==> src/design/antenna_pattern_response_core_macros.svh <==
// ----------------------------------------------------------------------------
// antenna pattern response assertion macros
// concurrent check helpers, compiled out when NO_ASSERTIONS is set
// ----------------------------------------------------------------------------
`ifndef ANTENNA_PATTERN_RESPONSE_CORE_MACROS_SVH
`define ANTENNA_PATTERN_RESPONSE_CORE_MACROS_SVH

`ifndef NO_ASSERTIONS
// same-cycle implication
`define APR_CHECK_NOW(label, clk, rst, ante, cons) \
  label: assert property (@(posedge clk) disable iff (rst) (ante) |-> (cons)) \
    else $error("apr check failed");
// next-cycle implication
`define APR_CHECK_NEXT(label, clk, rst, ante, cons) \
  label: assert property (@(posedge clk) disable iff (rst) (ante) |=> (cons)) \
    else $error("apr check failed");
`else
`define APR_CHECK_NOW(label, clk, rst, ante, cons)
`define APR_CHECK_NEXT(label, clk, rst, ante, cons)
`endif

`endif

==> src/design/apr_pkg.sv <==
// ----------------------------------------------------------------------------
// apr_pkg
// shared constants, types and helpers of the antenna pattern response core
// ----------------------------------------------------------------------------
package apr_pkg;

  localparam int ANGLE_BITS_DEF = 16;
  localparam int FRAC_BITS_DEF  = 16;

  localparam int IN_W     = 16;
  localparam int OUT_W    = 18;
  localparam int REG_W    = 18;
  localparam int NUM_REGS = 6;
  localparam int IDX_W    = 3;

  // configuration register indexes
  typedef enum logic [IDX_W-1:0] {
    REG_XX    = 3'd0,
    REG_YY    = 3'd1,
    REG_ZZ    = 3'd2,
    REG_XY    = 3'd3,
    REG_XZ    = 3'd4,
    REG_YZ    = 3'd5
  } reg_idx_t;

  // round(2 pi * 2^29)
  localparam logic [31:0] TWO_PI_Q29 = 32'd3373259426;
  localparam logic [31:0] Q30_ONE    = 32'h4000_0000;

  // taylor series divisors, innermost first, with floor(2^32 / d)
  localparam int HORNER_STEPS = 5;
  localparam logic [6:0] HORNER_DEN [HORNER_STEPS] = '{7'd110, 7'd72, 7'd42, 7'd20, 7'd6};
  localparam logic [31:0] HORNER_RECIP [HORNER_STEPS] = '{
    32'(64'd4294967296 / 64'd110),
    32'(64'd4294967296 / 64'd72),
    32'(64'd4294967296 / 64'd42),
    32'(64'd4294967296 / 64'd20),
    32'(64'd4294967296 / 64'd6)
  };

  // pipeline depths
  localparam int HORNER_LAT = 3;
  localparam int SIN_LAT    = 4 + HORNER_STEPS * HORNER_LAT;
  localparam int CONTR_LAT  = 6;
  localparam int ROT_LAT    = 3;
  localparam int TOTAL_LAT  = SIN_LAT + CONTR_LAT + ROT_LAT;

  // sine kernel state carried through one horner step
  typedef struct packed {
    logic [30:0] x;
    logic [31:0] x2;
    logic [30:0] y;
    logic        neg;
  } kern_t;

  localparam logic signed [63:0] SAT_HI = 64'sd131071;
  localparam logic signed [63:0] SAT_LO = -64'sd131072;

  // clamp to the signed output range
  function automatic logic signed [OUT_W-1:0] sat_out(input logic signed [63:0] v);
    logic signed [OUT_W-1:0] r;
    if (v > SAT_HI) begin
      r = OUT_W'(SAT_HI);
    end else if (v < SAT_LO) begin
      r = OUT_W'(SAT_LO);
    end else begin
      r = OUT_W'(v);
    end
    return r;
  endfunction

endpackage

==> src/design/apr_rotate.sv <==
// ----------------------------------------------------------------------------
// apr_rotate
// rotation of the contraction pair by twice the polarization angle
// ----------------------------------------------------------------------------
module apr_rotate #(
  parameter int FRAC_BITS = apr_pkg::FRAC_BITS_DEF
) (
  input  logic                             clk,
  input  logic                             en,
  input  logic signed [FRAC_BITS+1:0]      cos_2psi,
  input  logic signed [FRAC_BITS+1:0]      sin_2psi,
  input  logic signed [apr_pkg::OUT_W-1:0] u,
  input  logic signed [apr_pkg::OUT_W-1:0] v,
  output logic signed [apr_pkg::OUT_W-1:0] f_plus,
  output logic signed [apr_pkg::OUT_W-1:0] f_cross,
  output logic signed [apr_pkg::OUT_W-1:0] u_out,
  output logic signed [apr_pkg::OUT_W-1:0] v_out
);
  import apr_pkg::*;

  localparam int MW = FRAC_BITS + 2 + OUT_W;
  localparam int SW = MW + 1;
  localparam logic signed [SW-1:0] HALF = SW'(1) << (FRAC_BITS - 1);

  logic signed [MW-1:0]    cu, sv, cv, su;
  logic signed [SW-1:0]    sum_p, sum_c;
  logic signed [SW-1:0]    rnd_p, rnd_c;
  logic signed [63:0]      ext_p, ext_c;
  logic signed [OUT_W-1:0] u_d1, v_d1, u_d2, v_d2;

  always_comb begin
    rnd_p = (sum_p + HALF) >>> FRAC_BITS;
    rnd_c = (sum_c + HALF) >>> FRAC_BITS;
    ext_p = rnd_p;
    ext_c = rnd_c;
  end

  always_ff @(posedge clk) begin
    if (en) begin
      // products
      cu   <= cos_2psi * u;
      sv   <= sin_2psi * v;
      cv   <= cos_2psi * v;
      su   <= sin_2psi * u;
      u_d1 <= u;
      v_d1 <= v;
      // sums
      sum_p <= SW'(cu) + SW'(sv);
      sum_c <= SW'(cv) - SW'(su);
      u_d2  <= u_d1;
      v_d2  <= v_d1;
      // round and clamp
      f_plus  <= sat_out(ext_p);
      f_cross <= sat_out(ext_c);
      u_out   <= u_d2;
      v_out   <= v_d2;
    end
  end

endmodule

==> config.mk <==
export PLATFORM = sky130hd
export DESIGN_NAME = apr_rotate
export DESIGN_NICKNAME = d
export VERILOG_FILES = /design/src/design/antenna_pattern_response_core_macros.svh /design/src/design/apr_pkg.sv /design/src/design/apr_rotate.sv
export SDC_FILE = /design/constraint.sdc
export NUM_CORES = 2
export LEC_CHECK = 0
export BUFFER_PORTS_ARGS = -buffer_cell sky130_fd_sc_hd__buf_2
export CAP_MARGIN = 20
export CORE_MARGIN = 1.5
export CORE_UTILIZATION = 35
export DETAILED_ROUTE_END_ITERATION = 10
export SLEW_MARGIN = 30
export SYNTH_ARGS = -nofsm -noshare
export SYNTH_HDL_FRONTEND = slang
export SYNTH_SLANG_ARGS = --single-unit
==> constraint.sdc <==
create_clock -name clk -period 16.15 [get_ports clk]
set_input_delay 1.615 -clock clk [delete_from_list [all_inputs] [get_ports clk]]
set_output_delay 1.615 -clock clk [all_outputs]
set_load 0.005 [all_outputs]
==> key figures <==
Synth
  • Post-Synth XOR/XNOR Area: 0.0307
  • Fraction of the yosys area taken by sequential cells: 0.161
  • Fraction of the mapped netlist area in compound gates: 0.0478
  • Cells after synthesis: 6228
  • Combinational family with the most area after synthesis: adder cells
  • Distinct cell type count after synthesis: 81
  • Netlist area before placement: 61900 µm²
  • Post-synth EDFFs: 332
  • Synthesized-area fraction occupied by adder cells: 0.515
  • Yosys warns: 0
  • Synthesized-area fraction occupied by and/or/nand/nor cells: 0.133
  • Multiplexer share of the synthesized area: 0.000505
  • Syn avg cell area: 9.94 µm²
  • Primary FF master, synth: edfxtp_1
  • Post-synthesis sequential element count: 332
  • Net count after synthesis: 8062
  • Share of synthesized flip-flops with an asynchronous set or reset: 0

Timing
  • TNS Setup: 0 ns
  • Time the worst path needs with I/O delays and setup: 8.24 ns
  • Finish-stage setup viols: 0
  • Relative slew slack: 0.249
  • Count of endpoints failing hold in the final timing report: 0
  • Period utilization: 0.510
  • Worst Tran Pin Value: 1.13 ns
  • RSZ-0062 raised after global routing: no
  • Max Clock Freq: 0.121 GHz
  • Slew Limit Fails: 0
  • Clock skew after layout: 0.0295 ns

GRT
  • Via count of the first global-routing pass: 46700
  • Overall global routing resource usage: 0.182
  • Maximum number of pins on one net before global-route repair: 83
  • Global-route wire length before repair: 256000 µm
  • Antenna violations before repair: 24
  • Global-route congestion overflow total: 0

Worst setup path
  • Setup crit end kind: register
  • Crit path max fanout: 29
  • Ordered list of cells on the worst path: buf_2 -> buf_4 -> inv_2 -> nor2_1 -> fa_1 -> fa_1 -> fa_1 -> fa_1 -> fa_1 -> inv_1 -> fa_1 -> inv_1 -> ha_1 -> nand4_1 -> nor4_1 -> a21oi_1 -> o41a_1 -> and3_1 -> o41ai_1 -> a21o_1 -> a21oi_1 -> xnor2_1
  • Crit path largest cell delay: 0.65 ns
  • WP data required: 16.54 ns
  • Standard cell with the maximum stage delay on the critical path: inv_2
  • Cell type group with the largest total delay on the critical path: adder cells
  • Sort of element at the start of the critical path: input pin
  • Crit path buf inv count: 5
  • Most frequent cell on the critical path: fa_1
  • Critical setup path kind: input pin to register
  • Arr. time, crit path: 8.62 ns

Place
  • Placed cell count: 8479
  • Routability congestion estimate: 0.870
  • Final HPWL from detailed placement: 121000 µm
  • Placed instance area: 64900 µm²
  • Number of buffer cells added on primary ports: 145

Final layout
  • Share of post-route cells with drive strength above 1: 0.0468
  • Post-Layout Cell Count: 8560
  • Post-route cell area: 66400 µm²
  • End-of-flow core utilization: 0.377
  • Number of filler cells placed in the layout: 17300
  • Highest-count cells in the layout ignoring fill and taps: inv_1, fa_1, nand2_1
  • Commonest non-fill, non-tap cell in the layout: inv_1
  • Final nets: 8016
  • Growth of design area from synthesis to finish: 7.25%

Status
  • Run status: completed

Route
  • Uppermost metal layer occupied by signal nets: met5
  • DRT met1 WL: 63000 µm
  • DR vias/cell: 4.83
  • Count of antenna-violating nets left after detailed routing: 0
  • First-pass DRT Iterations: 5
  • Via count of the routed design: 41300
  • Routed wire length on met2: 79600 µm
  • Post-route DRC violation count: 0
  • Met3 wire len: 8330 µm
  • Total wire length after detailed routing: 158000 µm
  • Routed wirelength normalized by instance count: 18.5 µm
  • Initial detailed-routing violation count: 2308

Floorplan
  • Initial core utilization: 0.352
  • Row count: 154
  • Vertical die dimension: 424 µm
  • Number of I/O pins: 146
  • Floorplan die width: 424 µm
  • Area of the die: 179000 µm²
  • Floorplan core area: 176000 µm²

Clock tree
  • H-tree depth reported by CTS: 2
  • CTS Hold Bufs: 0
  • Maximum number of buffers from clock root to sink: 3
  • Clock latency reported for the late side of the worst-skew pair: 0.60 ns
  • Clock edge transition at the registers on the reported setup and hold paths: 0.07 ns
  • CTS tree: yes
  • Number of instances resized during post-cts repair: 0
  • Root buf cell: clkbuf_16
  • Number of buffers created by CTS: 39
  • TritonCTS Sinks: 332
  • Count of buffers added by post-CTS timing repair for setup: 0

Worst hold path
  • Hold Crit Class: register to register

Run
  • Max-Cap Viols: 0
==> worst paths after layout <==
kind	from	end	slack (ns)	cells after the start
setup / recovery	u[17]	cu[34]$_DFFE_PP_	7.91	22
hold / removal	u_d2[11]$_DFFE_PP_	u_out[11]$_DFFE_PP_	0.40	0
setup reg to reg	cv[2]$_DFFE_PP_	sum_c[36]$_DFFE_PP_	12.23	10
hold reg to reg	u_d2[11]$_DFFE_PP_	u_out[11]$_DFFE_PP_	0.40	0
==> synthesized netlist by cell type (all sizes together) (9+ instances only) <==
cell / count / share of area
nand3: 47 / 0.0038
and3: 21 / 0.0023
nor2b: 15 / 0.0015
clkbuf: 270 / 0.016
xnor2: 151 / 0.021
a31oi: 9 / 0.00091
a21oi: 112 / 0.0091
o21ai: 87 / 0.0078
a21o: 81 / 0.0098
o21bai: 20 / 0.0024
nor3: 27 / 0.0022
nand4: 18 / 0.0018
xor2: 66 / 0.0093
o21a: 30 / 0.0036
and2: 640 / 0.065
a211oi: 19 / 0.0024
nor2: 148 / 0.0090
nand2: 663 / 0.040
inv: 1551 / 0.094
ha: 444 / 0.090
nand2b: 38 / 0.0038
edfxtp: 332 / 0.16
fa: 1316 / 0.43
==> worst register-to-register path, stage by stage, from the launching register on <==
cell	delay (ns)
edfxtp_1	0.37
ha_1	0.30
o211ai_1	0.11
a2111o_1	0.49
a311oi_1	0.74
o21ai_1	0.36
a21oi_1	0.28
nand2_1	0.14
o41ai_1	0.44
a211oi_1	0.13
mux2_2	0.28
==> logic make-up (layout without fill, tap and decap cells) <==
group | Yosys count | after routing
AO/OA/AOI/OAI | 438 | 438
XOR/XNOR | 217 | 217
AND/OR/NAND/NOR | 1651 | 1651
flip-flops | 332 | 332
multiplexers | 3 | 3
adder cells (fa/ha/maj) | 1760 | 1760
other | 0 | 8
buffers and inverters | 1827 | 1811
==> flip-flops by register name (all words and copies together) (netlist names) <==
signal / cells
u_out: 18
v_d2: 18
f_plus: 18
u_d1: 18
su: 36
sv: 36
cv: 36
f_cross: 18
sum_p: 22
u_d2: 18
cu: 36
sum_c: 22
v_d1: 18
v_out: 18
==> stage by stage <==
step	worst slack (ns)	hold WS (ns)
finish	7.91	0.403
global route	7.41	0.420
CTS	7.89	0.413
detailed placement	7.28	0.405
global placement	7.39	0.400
floorplan	8.17	0.400
==> cell type report <==
type | count | area, µm² | share of cell area
Tap cell | 2340 | 2930 | 0.0441
Sequential cell | 332 | 9970 | 0.150
Clock inverter | 29 | 444 | 0.00669
Antenna cell | 8 | 20.0 | 0.000302
Inverter | 1552 | 5830 | 0.0878
Clock buffer | 42 | 987 | 0.0149
Multi-Input combinational cell | 4069 | 45100 | 0.679
Timing Repair Buffer | 188 | 1140 | 0.0172
==> layer usage <==
metal	GRT usage	vias up
li1	-	18400
met3	0.0227	309
met1	0.220	21500
met2	0.325	1063
met4	0.0762	14
met5	0	-
Power is left out: the tool's default activity adds up to more than one toggle a clock period on the data nets, which glitch-free logic cannot reach.
